<file path="src/design/assert_macros.svh">
// Assertion macros shared by the RTL of the point list.
// No dependencies; included by the files that carry assertions.
`ifndef ASSERT_MACROS_SVH
`define ASSERT_MACROS_SVH

// Same-cycle implication, checked outside reset.
`define ASSERT_IMPL(label, clk, rst_n, ante, cons, msg) \
  label: assert property (@(posedge clk) disable iff (!rst_n) (ante) |-> (cons)) \
    else $error(msg);

// Next-cycle implication, checked outside reset.
`define ASSERT_NEXT(label, clk, rst_n, ante, cons, msg) \
  label: assert property (@(posedge clk) disable iff (!rst_n) (ante) |=> (cons)) \
    else $error(msg);

`endif

</file>
<file path="src/design/upol_pkg.sv">
// Shared constants of the unique point ordered list: field widths,
// command and status codes. No dependencies.
`timescale 1ns / 1ps

package upol_pkg;

  localparam int unsigned CAPACITY_DEF = 32;

  localparam int unsigned CMD_W    = 3;
  localparam int unsigned COORD_W  = 32;
  localparam int unsigned POS_W    = 5;
  localparam int unsigned STATUS_W = 3;
  localparam int unsigned ECOUNT_W = 6;
  localparam int unsigned POINT_W  = 2 * COORD_W;

  localparam logic [CMD_W-1:0] CMD_APPEND   = 3'd0;
  localparam logic [CMD_W-1:0] CMD_INSERT   = 3'd1;
  localparam logic [CMD_W-1:0] CMD_DELETE   = 3'd2;
  localparam logic [CMD_W-1:0] CMD_REMOVE   = 3'd3;
  localparam logic [CMD_W-1:0] CMD_CONTAINS = 3'd4;
  localparam logic [CMD_W-1:0] CMD_LIST     = 3'd5;

  localparam logic [STATUS_W-1:0] ST_OK       = 3'd0;
  localparam logic [STATUS_W-1:0] ST_DUP      = 3'd1;
  localparam logic [STATUS_W-1:0] ST_BADPOS   = 3'd2;
  localparam logic [STATUS_W-1:0] ST_NOTFOUND = 3'd3;
  localparam logic [STATUS_W-1:0] ST_FULL     = 3'd4;
  localparam logic [STATUS_W-1:0] ST_EMPTY    = 3'd5;

endpackage

</file>
<file path="src/design/upol_mem.sv">
// Point storage of the list: one write port, one read port with registered data.
// Depends on upol_pkg for default widths.
`timescale 1ns / 1ps

module upol_mem #(
  parameter int unsigned DEPTH = upol_pkg::CAPACITY_DEF,
  parameter int unsigned AW    = $clog2(upol_pkg::CAPACITY_DEF),
  parameter int unsigned DW    = upol_pkg::POINT_W
) (
  input  logic          clk,
  input  logic          wr_en,
  input  logic [AW-1:0] wr_addr,
  input  logic [DW-1:0] wr_data,
  input  logic [AW-1:0] rd_addr,
  output logic [DW-1:0] rd_data
);

  logic [DW-1:0] mem_r [DEPTH];
  logic [DW-1:0] rd_data_r;

  always_ff @(posedge clk) begin
    if (wr_en) begin
      mem_r[wr_addr] <= wr_data;
    end
  end

  always_ff @(posedge clk) begin
    rd_data_r <= mem_r[rd_addr];
  end

  assign rd_data = rd_data_r;

endmodule

</file>
<file path="src/design/unique_point_ordered_list.sv">
// Ordered list of unique (x,y) points: command sequencer around the point memory.
// Depends on upol_pkg, upol_mem and assert_macros.svh.
`timescale 1ns / 1ps

// A command is taken when start is high and busy is low; results come out one
// word per cycle on out_valid and must be taken as they appear. Every defined
// command but a list of a non-empty list gives one word with out_last set; a list
// gives one word per entry in order, and the unused codes give none. The single
// read port of the point memory is walked one entry per cycle: an immediate
// decision is made in the idle state; append, insert, remove and contains search
// the list, delete and remove shift the entries above down one place, and insert
// shifts the entries up from the tail and writes the point. The memory needs
// no clearing after reset, since only entries below the count are ever read.
module unique_point_ordered_list #(
  parameter int unsigned CAPACITY = upol_pkg::CAPACITY_DEF
) (
  input  logic                           clk,
  input  logic                           rst_n,
  input  logic                           start,
  output logic                           busy,
  input  logic [upol_pkg::CMD_W-1:0]     in_command,
  input  logic [upol_pkg::COORD_W-1:0]   in_x_coord,
  input  logic [upol_pkg::COORD_W-1:0]   in_y_coord,
  input  logic [upol_pkg::POS_W-1:0]     in_position,
  output logic                           out_valid,
  output logic [upol_pkg::STATUS_W-1:0]  out_status,
  output logic                           out_found,
  output logic [upol_pkg::ECOUNT_W-1:0]  out_entry_count,
  output logic [upol_pkg::COORD_W-1:0]   out_out_x,
  output logic [upol_pkg::COORD_W-1:0]   out_out_y,
  output logic                           out_last
);

  import upol_pkg::*;

`include "assert_macros.svh"

  localparam int unsigned AW = $clog2(CAPACITY);
  localparam int unsigned CW = $clog2(CAPACITY + 1);
  localparam int unsigned MW = (CW > POS_W) ? CW : POS_W;
  localparam logic [CW-1:0] CAP_C = CW'(CAPACITY);
  localparam logic [CW-1:0] ONE_C = CW'(1);

  localparam logic [2:0] S_IDLE      = 3'd0;
  localparam logic [2:0] S_SEARCH    = 3'd1;
  localparam logic [2:0] S_INS_SHIFT = 3'd2;
  localparam logic [2:0] S_INS_WRITE = 3'd3;
  localparam logic [2:0] S_DEL_SHIFT = 3'd4;
  localparam logic [2:0] S_LIST      = 3'd5;

  logic [2:0]          state_r, state_nxt;
  logic [CW-1:0]       count_r, count_nxt;
  logic                pend_r, pend_nxt;
  logic [CW-1:0]       rd_idx_r, rd_idx_nxt;
  logic [CW-1:0]       cmp_idx_r, cmp_idx_nxt;
  logic [CMD_W-1:0]    cmd_r, cmd_nxt;
  logic [COORD_W-1:0]  x_r, x_nxt;
  logic [COORD_W-1:0]  y_r, y_nxt;
  logic [CW-1:0]       pos_r, pos_nxt;

  logic                out_valid_r, out_valid_nxt;
  logic [STATUS_W-1:0] out_status_r, out_status_nxt;
  logic                out_found_r, out_found_nxt;
  logic [ECOUNT_W-1:0] out_entry_count_r, out_entry_count_nxt;
  logic [COORD_W-1:0]  out_x_r, out_x_nxt;
  logic [COORD_W-1:0]  out_y_r, out_y_nxt;
  logic                out_last_r, out_last_nxt;

  logic                wr_en;
  logic [AW-1:0]       wr_addr;
  logic [POINT_W-1:0]  wr_data;
  logic [POINT_W-1:0]  rd_data;

  logic                emit;
  logic [STATUS_W-1:0] e_status;
  logic                e_found;
  logic [COORD_W-1:0]  e_x;
  logic [COORD_W-1:0]  e_y;
  logic                e_last;

  logic                hit;
  logic                last_cmp;
  logic                empty;
  logic                pos_ok;
  logic [CW-1:0]       count_dec;
  logic [CW-1:0]       cmp_up;
  logic [CW-1:0]       cmp_dn;

  upol_mem #(
    .DEPTH (CAPACITY),
    .AW    (AW),
    .DW    (POINT_W)
  ) u_mem (
    .clk     (clk),
    .wr_en   (wr_en),
    .wr_addr (wr_addr),
    .wr_data (wr_data),
    .rd_addr (rd_idx_r[AW-1:0]),
    .rd_data (rd_data)
  );

  assign count_dec = count_r - ONE_C;
  assign cmp_up    = cmp_idx_r + ONE_C;
  assign cmp_dn    = cmp_idx_r - ONE_C;
  assign hit       = pend_r && (rd_data == {x_r, y_r});
  assign last_cmp  = (cmp_idx_r == count_dec);
  assign empty     = (count_r == '0);
  assign pos_ok    = (MW'(in_position) < MW'(count_r));

  always_comb begin
    state_nxt   = state_r;
    count_nxt   = count_r;
    pend_nxt    = 1'b0;
    rd_idx_nxt  = rd_idx_r;
    cmp_idx_nxt = cmp_idx_r;
    cmd_nxt     = cmd_r;
    x_nxt       = x_r;
    y_nxt       = y_r;
    pos_nxt     = pos_r;
    wr_en       = 1'b0;
    wr_addr     = '0;
    wr_data     = {x_r, y_r};
    emit        = 1'b0;
    e_status    = ST_OK;
    e_found     = 1'b0;
    e_x         = '0;
    e_y         = '0;
    e_last      = 1'b1;

    case (state_r)
      S_IDLE: begin
        if (start) begin
          cmd_nxt    = in_command;
          x_nxt      = in_x_coord;
          y_nxt      = in_y_coord;
          pos_nxt    = CW'(in_position);
          rd_idx_nxt = '0;
          case (in_command)
            CMD_APPEND: begin
              if (empty) begin
                wr_en     = 1'b1;
                wr_data   = {in_x_coord, in_y_coord};
                count_nxt = ONE_C;
                emit      = 1'b1;
              end else begin
                state_nxt = S_SEARCH;
              end
            end
            CMD_INSERT: begin
              if (!pos_ok) begin
                emit     = 1'b1;
                e_status = ST_BADPOS;
              end else begin
                state_nxt = S_SEARCH;
              end
            end
            CMD_DELETE: begin
              if (empty) begin
                emit     = 1'b1;
                e_status = ST_EMPTY;
              end else if (!pos_ok) begin
                emit     = 1'b1;
                e_status = ST_BADPOS;
              end else if (CW'(in_position) == count_dec) begin
                // The last entry goes without any shifting.
                count_nxt = count_dec;
                emit      = 1'b1;
              end else begin
                rd_idx_nxt = CW'(in_position) + ONE_C;
                state_nxt  = S_DEL_SHIFT;
              end
            end
            CMD_REMOVE: begin
              if (empty) begin
                emit     = 1'b1;
                e_status = ST_EMPTY;
              end else begin
                state_nxt = S_SEARCH;
              end
            end
            CMD_CONTAINS: begin
              if (empty) begin
                emit = 1'b1;
              end else begin
                state_nxt = S_SEARCH;
              end
            end
            CMD_LIST: begin
              if (empty) begin
                emit     = 1'b1;
                e_status = ST_EMPTY;
              end else begin
                state_nxt = S_LIST;
              end
            end
            default: begin
            end
          endcase
        end
      end

      S_SEARCH: begin
        // One read is issued per cycle; its data is compared in the next cycle.
        pend_nxt    = 1'b1;
        cmp_idx_nxt = rd_idx_r;
        rd_idx_nxt  = rd_idx_r + ONE_C;
        if (pend_r && (hit || last_cmp)) begin
          pend_nxt  = 1'b0;
          state_nxt = S_IDLE;
          case (cmd_r)
            CMD_APPEND: begin
              emit = 1'b1;
              if (hit) begin
                e_status = ST_DUP;
              end else if (count_r == CAP_C) begin
                e_status = ST_FULL;
              end else begin
                wr_en     = 1'b1;
                wr_addr   = count_r[AW-1:0];
                count_nxt = count_r + ONE_C;
              end
            end
            CMD_INSERT: begin
              if (hit) begin
                emit     = 1'b1;
                e_status = ST_DUP;
              end else if (count_r == CAP_C) begin
                emit     = 1'b1;
                e_status = ST_FULL;
              end else begin
                rd_idx_nxt = count_dec;
                state_nxt  = S_INS_SHIFT;
              end
            end
            CMD_REMOVE: begin
              if (!hit) begin
                emit     = 1'b1;
                e_status = ST_NOTFOUND;
              end else if (last_cmp) begin
                count_nxt = count_dec;
                emit      = 1'b1;
              end else begin
                rd_idx_nxt = cmp_up;
                state_nxt  = S_DEL_SHIFT;
              end
            end
            CMD_CONTAINS: begin
              emit    = 1'b1;
              e_found = hit;
            end
            default: begin
            end
          endcase
        end
      end

      S_INS_SHIFT: begin
        // Walk down from the tail, moving each entry one place up.
        pend_nxt    = 1'b1;
        cmp_idx_nxt = rd_idx_r;
        rd_idx_nxt  = rd_idx_r - ONE_C;
        if (pend_r) begin
          wr_en   = 1'b1;
          wr_addr = cmp_up[AW-1:0];
          wr_data = rd_data;
          if (cmp_idx_r == pos_r) begin
            pend_nxt  = 1'b0;
            state_nxt = S_INS_WRITE;
          end
        end
      end

      S_INS_WRITE: begin
        wr_en     = 1'b1;
        wr_addr   = pos_r[AW-1:0];
        count_nxt = count_r + ONE_C;
        emit      = 1'b1;
        state_nxt = S_IDLE;
      end

      S_DEL_SHIFT: begin
        // Walk up toward the tail, moving each entry one place down.
        pend_nxt    = 1'b1;
        cmp_idx_nxt = rd_idx_r;
        rd_idx_nxt  = rd_idx_r + ONE_C;
        if (pend_r) begin
          wr_en   = 1'b1;
          wr_addr = cmp_dn[AW-1:0];
          wr_data = rd_data;
          if (last_cmp) begin
            pend_nxt  = 1'b0;
            count_nxt = count_dec;
            emit      = 1'b1;
            state_nxt = S_IDLE;
          end
        end
      end

      S_LIST: begin
        pend_nxt    = 1'b1;
        cmp_idx_nxt = rd_idx_r;
        rd_idx_nxt  = rd_idx_r + ONE_C;
        if (pend_r) begin
          emit   = 1'b1;
          e_x    = rd_data[POINT_W-1:COORD_W];
          e_y    = rd_data[COORD_W-1:0];
          e_last = last_cmp;
          if (last_cmp) begin
            pend_nxt  = 1'b0;
            state_nxt = S_IDLE;
          end
        end
      end

      default: begin
        state_nxt = S_IDLE;
      end
    endcase

    out_valid_nxt       = emit;
    out_status_nxt      = out_status_r;
    out_found_nxt       = out_found_r;
    out_entry_count_nxt = out_entry_count_r;
    out_x_nxt           = out_x_r;
    out_y_nxt           = out_y_r;
    out_last_nxt        = out_last_r;
    if (emit) begin
      out_status_nxt      = e_status;
      out_found_nxt       = e_found;
      out_entry_count_nxt = ECOUNT_W'(count_nxt);
      out_x_nxt           = e_x;
      out_y_nxt           = e_y;
      out_last_nxt        = e_last;
    end
  end

  always_ff @(posedge clk) begin
    if (!rst_n) begin
      state_r     <= S_IDLE;
      count_r     <= '0;
      pend_r      <= 1'b0;
      out_valid_r <= 1'b0;
    end else begin
      state_r     <= state_nxt;
      count_r     <= count_nxt;
      pend_r      <= pend_nxt;
      out_valid_r <= out_valid_nxt;
    end
  end

  always_ff @(posedge clk) begin
    rd_idx_r          <= rd_idx_nxt;
    cmp_idx_r         <= cmp_idx_nxt;
    cmd_r             <= cmd_nxt;
    x_r               <= x_nxt;
    y_r               <= y_nxt;
    pos_r             <= pos_nxt;
    out_status_r      <= out_status_nxt;
    out_found_r       <= out_found_nxt;
    out_entry_count_r <= out_entry_count_nxt;
    out_x_r           <= out_x_nxt;
    out_y_r           <= out_y_nxt;
    out_last_r        <= out_last_nxt;
  end

  assign busy            = (state_r != S_IDLE);
  assign out_valid       = out_valid_r;
  assign out_status      = out_status_r;
  assign out_found       = out_found_r;
  assign out_entry_count = out_entry_count_r;
  assign out_out_x       = out_x_r;
  assign out_out_y       = out_y_r;
  assign out_last        = out_last_r;

  // An insert shift writes one place past the current tail before the count grows.
  `ASSERT_IMPL(a_count_bound, clk, rst_n, 1'b1, count_r <= CAP_C, "entry count above capacity")
  `ASSERT_IMPL(a_last_idle, clk, rst_n, out_valid_r && out_last_r, state_r == S_IDLE,
               "final word shown while a command is still running")
  `ASSERT_NEXT(a_list_burst, clk, rst_n, out_valid_r && !out_last_r, out_valid_r,
               "gap inside a list burst")
  `ASSERT_IMPL(a_wr_range, clk, rst_n, wr_en, CW'(wr_addr) <= count_r,
               "write beyond the end of the list")

endmodule

</file>
<file path="config.mk">
export PLATFORM = sky130hd
export DESIGN_NAME = unique_point_ordered_list
export DESIGN_NICKNAME = d
export VERILOG_FILES = /design/src/design/upol_pkg.sv /design/src/design/upol_mem.sv /design/src/design/unique_point_ordered_list.sv
export VERILOG_INCLUDE_DIRS = /design/src /design/src/design
export SDC_FILE = /design/constraint.sdc
export NUM_CORES = 2
export LEC_CHECK = 0
export ABC_AREA = 1
export BUFFER_PORTS_ARGS = -buffer_cell sky130_fd_sc_hd__buf_2
export CAP_MARGIN = 30
export CORE_ASPECT_RATIO = 1.2
export CORE_UTILIZATION = 25
export CTS_BUF_LIST = sky130_fd_sc_hd__clkbuf_2 sky130_fd_sc_hd__clkbuf_4 sky130_fd_sc_hd__clkbuf_8
export CTS_CLUSTER_SIZE = 16
export DETAILED_ROUTE_END_ITERATION = 8
export PLACE_DENSITY = 0.4
export SLEW_MARGIN = 30
export SYNTH_ARGS = -nofsm -noshare
export SYNTH_HDL_FRONTEND = slang
export SYNTH_SLANG_ARGS = --single-unit
</file>
<file path="constraint.sdc">
create_clock -name clk -period 9.5 [get_ports clk]
set_clock_uncertainty 0.2 [all_clocks]
set_input_delay 0.95 -clock clk [delete_from_list [all_inputs] [get_ports clk]]
set_output_delay 0.95 -clock clk [all_outputs]
set_load 0.02 [all_outputs]
</file>
Yosys cells after proc, flatten, opt, wreduce, memory -nomap -nowiden:

Memories as Yosys holds them, arrays and structs flattened. A register that Yosys moved wholly into a read port is not among the register bits.
Cells that the tools add are included.

* add/subtract/negate cells: 7
* $lt $le $gt $ge: 1
* equal/unequal tests: 31
* mux-type cells: 99
* reductions and logical operators: 22

Operators by type and width (count)
* $mux 64: 4
* $pmux 64 s2: 1
* $mux 6: 21
* $eq 64x64->1: 1
* $mux 3: 20
* $pmux 6 s4: 2
* $pmux 6 s2: 3
* $mux 5: 6
* $mux 1: 26
* $pmux 3 s4: 2
* $pmux 5 s4: 1
* $add 6x1->6 const B: 3
* $ne 3x3->1 const B: 6
* $pmux 3 s2: 3
* $eq 3x2->1 const B: 5
* $eq 3x3->1 const B: 5
* $reduce_and 13->1: 1
* $sub 6x1->6 const B: 2
* $reduce_or 2->1: 5
* $eq 3x1->1 const B: 3
* $logic_not 3->1: 3
* $pmux 1 s3: 3
* $pmux 3 s3: 1
* $mux 2: 4
* other kinds (21): 29

* flip-flop bits (word level): 170
* bits in writable memories: 2048
* input port bits: 75
* output and inout port bits: 77
* logic and storage cells: 177
* memories kept: 1

Memories
* u_mem.mem_r: depth 32, width 64, rd ports 1, clocked after Yosys merged registers in 1, wr ports 1, line upol_mem.sv:18 `logic [DW-1:0] mem_r [DEPTH];`

Logic depth before layout (Yosys ltp):

* depth in word-level cells: 8
* depth in mapped cells: 23

Hierarchy:

A second synthesis with hierarchy kept.

* cell total of the unflattened synthesis: 8237
* area, all modules: 94042.7 um2

Modules (own cells, without submodules)
* upol_mem: times used 1, cells each 6768, area each 83022.1 um2
* unique_point_ordered_list: times used 1, cells each 1469, area each 11020.6 um2

Least setup slack after synthesis:

No wires, ideal clock.

* kind: register -> register
* start: reg state_r[1]
* end: reg out_entry_count_r[0], in the netlist out_entry_count[0], enable pin
* setup time: 0.435 ns
* data arrival time: 6.750 ns
* required time: 8.865 ns
* slack: 2.115 ns
* cell stages (with the launch flop): 11
* buffers on the path: 1
* period minus slack after synthesis: 7.385 ns
* path through: dfxtp_1 -> clkbuf_1 -> nor2_1 -> inv_1 -> nor2_1 -> inv_1 -> nor2_1 -> o21ai_0 -> a31oi_1 -> nor3_1 -> nand2_1

* word-level cells in the longest chain between the ends: 2
* elaborated cells between the ends (all ways): 6

RTL lines
* start, declared: line unique_point_ordered_list.sv:51 `logic [2:0] state_r, state_nxt;`
* start signal, assigned: line unique_point_ordered_list.sv:344 `state_r <= state_nxt;`
* $eq 3x3->1, or another cell as far along: line unique_point_ordered_list.sv:130 `case (state_r)`
* $pmux 1 s5 *: line unique_point_ordered_list.sv:130
* net emit: line unique_point_ordered_list.sv:74 `logic emit;`
* end signal, assigned: line unique_point_ordered_list.sv:360 `out_entry_count_r <= out_entry_count_nxt;`
* end, declared: line unique_point_ordered_list.sv:64 `logic [ECOUNT_W-1:0] out_entry_count_r, out_entry_count_nxt;`

Mark *: on every way through the listed nets, which the timed path passes. The rest lies on a longest branch.
A chain may end at the register's enable or synchronous reset.

Final worst setup path:

* start: reg pend_r
* end: mem u_mem.mem_r[3][25] (netlist name), enable pin

* word-level cells in the longest chain between the ends: 7
* elaborated cells between the ends (all ways): 16

RTL lines
* start, declared: line unique_point_ordered_list.sv:53 `logic pend_r, pend_nxt;`
* start signal, assigned: line unique_point_ordered_list.sv:346 `pend_r <= pend_nxt;`
* $logic_and 1x1->1: line unique_point_ordered_list.sv:105 `assign hit = pend_r && (rd_data == {x_r, y_r});`
* $mux 1 or $logic_or 1x1->1 (tied branches): line unique_point_ordered_list.sv:213, unique_point_ordered_list.sv:207
* $mux 1 or $logic_and 1x1->1 (tied branches): line unique_point_ordered_list.sv:210, unique_point_ordered_list.sv:207
* $mux 1: line unique_point_ordered_list.sv:207 `if (pend_r && (hit || last_cmp)) begin`
* $pmux 1 s4: line unique_point_ordered_list.sv:130
* $mux 1: line upol_mem.sv:22 `if (wr_en) begin`
* $mux 1 (implied by the code): line upol_mem.sv:23 `mem_r[wr_addr] <= wr_data;`
* end, declared: line upol_mem.sv:18

Parallel ways exist; a longest one is shown, timed or not.

==> flow_metrics.env <==
export IMPL_post_route_period_util=0.586
export IMPL_drt_iter0_drc=5376
export IMPL_htreeDepth=5
export IMPL_ys_ff_latch=2282
export IMPL_die_h_um=658
export IMPL_final_hold_viol_count=0
export IMPL_yosys_area_top_type_share=0.740
export IMPL_ir_drop_v=0.000294
export IMPL_dp_hpwl_mm=194
export IMPL_initial_core_util=0.251
export IMPL_track_usage=0.186
export IMPL_numCtsBuffers=379
export IMPL_status="completed"
export IMPL_grt_max_degree=129
export IMPL_syn_to_final_growth_pct=18.0
export IMPL_cts_tree="built"
export IMPL_routed_wl_met3_mm=19.6
export IMPL_synth_fa_ha_area_frac=0.00182
export IMPL_vias_per_cell=4.98
export IMPL_antenna_found_initial=28
export IMPL_pin_count=152
export IMPL_synth_compound_area_share=0.0876
export IMPL_synth_most_common_cell="edfxtp_1"
export IMPL_cpMostUsedCell="nand2_1"
export IMPL_synth_fp_nets=6592
export IMPL_max_slew_margin_rel=0.256
export IMPL_grt_overflow=0
export IMPL_drt_met1_wl_mm=148
export IMPL_synth_area_leader_cell="edfxtp_1"
export IMPL_path_cells="nand2_1 -> nor3_1 -> nand2_1 -> nor2_1 -> nand3_1 -> nor2_2 -> nor2_1 -> inv_1 -> nor2_1 -> nand2_1 -> nand2_1 -> inv_1 -> nand3_1 -> nor2_4 -> buf_4 -> buf_4"
export IMPL_worstSetupPathType="reg2reg"
export IMPL_insertion_delay_ns=1.04
export IMPL_topRoutingLayerUsed="met5"
export IMPL_synth_area_leaders="edfxtp_1 (74%), nor2_1 (3.7%), nand2_1 (2.4%)"
export IMPL_synth_top_family_by_area="simple AND/OR/NAND/NOR gates"
export IMPL_ys_warn_count=0
export IMPL_yosysUniqueCellTypes=59
export IMPL_arrival_ns=5.96
export IMPL_critPathLaunchType="flop"
export IMPL_firstDrtPassIters=6
export IMPL_ys_async_sr_fraction=0
export IMPL_clk_pin_slew_ns=0.06
export IMPL_rows=240
export IMPL_finalPower_mw=32.3
export IMPL_rsz0062_at_grt="no"
export IMPL_critPathRequiredTime_ns=9.89
export IMPL_synth_xor_area_frac=0.00302
export IMPL_grt_pass1_wl_mm=477
export IMPL_synth_main_ff_cell="edfxtp_1"
export IMPL_setup_viol=0
export IMPL_fp_dieArea_um2=361000
export IMPL_grt_pass1_vias=58800
export IMPL_placed_area_um2=97600
export IMPL_period_needed_ns=5.56
export IMPL_drive_gt1_frac=0.156
export IMPL_synthSimpleGateAreaFrac=0.120
export IMPL_hold_class="in2reg"
export IMPL_slew_viol_final=0
export IMPL_yosysSeqAreaShare=0.757
export IMPL_p_leak_nw=34.2
export IMPL_drc=0
export IMPL_tightest_slew_ns=1.10
export IMPL_layout_filler_cells=35800
export IMPL_core_area_um2=356000
export IMPL_root_buffer="clkbuf_8"
export IMPL_netlist_top_cells_count="edfxtp_1 (2,207), nor2_1 (882), nand2_1 (569)"
export IMPL_nets=6942
export IMPL_cpPeakStageDelay_ns=0.91
export IMPL_final_cell_area_um2=106000
export IMPL_wl_per_cell_um=29.1
export IMPL_synth_edff_count=2207
export IMPL_clk_path_buf_depth=4
export IMPL_fp_dieW_um=548
export IMPL_avgSynthCellArea_um2=13.8
export IMPL_cts_setup_buffers=0
export IMPL_cp_max_fo=36
export IMPL_final_setup_tns_ns=0
export IMPL_syn_area_um2=89600
export IMPL_power_density_nw_per_um2=306
export IMPL_drt_wl_total_mm=345
export IMPL_netlist_instances=6504
export IMPL_vias=59200
export IMPL_fmax_mhz=180
export IMPL_synth_mux_area_fraction=0.000154
export IMPL_cp_slowest_cell="dfxtp_1"
export IMPL_antenna_left=0
export IMPL_clock_sinks=2282
export IMPL_portBuffers=151
export IMPL_cap_violations=0
export IMPL_place_congestion=0.889
export IMPL_timing_hold_ws_ns=0.0571
export IMPL_cp_end_kind="flop"
export IMPL_wl_met2_mm=167
-- final cells by class --
type / instances / area, um2 / area share
clock inverters: 114 / 803 / 0.00760
well taps: 4719 / 5900 / 0.0559
repair buffers: 389 / 3160 / 0.0299
inverters: 293 / 1140 / 0.0108
multi-input cells: 3509 / 20100 / 0.190
flip-flops and latches: 2282 / 67800 / 0.641
clock buffers: 560 / 6780 / 0.0642
diodes: 6 / 15.0 / 0.000142
-- cells by family (layout without fill, tap and decap cells) --
family / after synthesis / count (layout)
mux: 1 / 1
other cells: 0 / 6
flops: 2282 / 2282
xor+xnor: 30 / 30
simple gates: 2356 / 2356
fa+ha+maj: 13 / 13
buf+inv: 713 / 1356
compound gates: 1109 / 1109
-- final timing paths --
check,depth (start not counted),end,startpoint,slack [ns]
worst max-delay path,16,u_mem.mem_r[3][25]$_DFFE_PP_,pend_r$_SDFF_PN0_,3.94
worst min-delay path,1,x_r[19]$_DFFE_PP_,in_x_coord[19],0.06
worst min register to register,0,cmp_idx_r[5]$_DFFE_PP_,rd_idx_r[5]$_DFFE_PP_,0.34
worst max register to register,16,u_mem.mem_r[3][25]$_DFFE_PP_,pend_r$_SDFF_PN0_,3.94
-- state kept, by name, summed over array words and instances (netlist names), 6 cells and up --
name and flops:
cmp_idx_r 6, count_r 6, out_entry_count 6, out_out_x 32, out_out_y 32, rd_idx_r 6, u_mem.mem_r 2048, u_mem.rd_data 64
x_r 32, y_r 32
-- where the power goes --
group	total (mW)	internal (mW)	switching, mW
logic	10.5	2.42	8.08
clock network	8.89	4.85	4.04
registers	13.0	12.6	0.355
-- cells in the final DEF, fill, tap and decap left out, types with 28 or more instances in the layout --
master / n
a21oi_1: 31
o211ai_1: 70
nor2_1: 849
nor4_1: 254
dfxtp_1: 75
edfxtp_1: 2207
clkinv_1: 74
inv_1: 274
nand3b_1: 114
o21ai_0: 278
nand3_1: 61
o31ai_1: 64
nand2_1: 565
buf_4: 170
buf_2: 151
o22ai_1: 201
o221ai_2: 28
nor3_1: 397
o221ai_4: 30
nand4_1: 40
o311ai_0: 180
clkbuf_4: 148
o221ai_1: 183
clkbuf_8: 412
nor2_4: 35
-- worst max-delay path, delay by kind of cell, from the launching register on --
kind          cells  cell delay, ns
flops             1            0.91
simple gates     12            2.23
buf+inv           4            1.69
-- routing by layer --
layer,global-route usage,up-vias
met1,0.245,30900
met5,0,-
met4,0.0536,10
met2,0.315,2120
li1,-,25700
met3,0.0271,466
-- through the flow --
| stage | util | std cells | setup slack [ns] |
|---|---|---|---|
| floorplan | - | 6504 | 2.12 |
| global placement | 0.273 | 11100 | 3.73 |
| detailed placement | 0.274 | 11200 | 4.12 |
| CTS | 0.296 | 11900 | 4.04 |
| global route | 0.296 | 11900 | 3.79 |
| finish | 0.296 | 11900 | 3.94 |
-- timing repair --
action	CTS	global route
endpoints found under the hold margin	25	0
hold buffers	24	0
endpoints found under the setup margin	0	0
gates resized for setup	0	0
No activity file was read; power rests on OpenSTA's default activity.
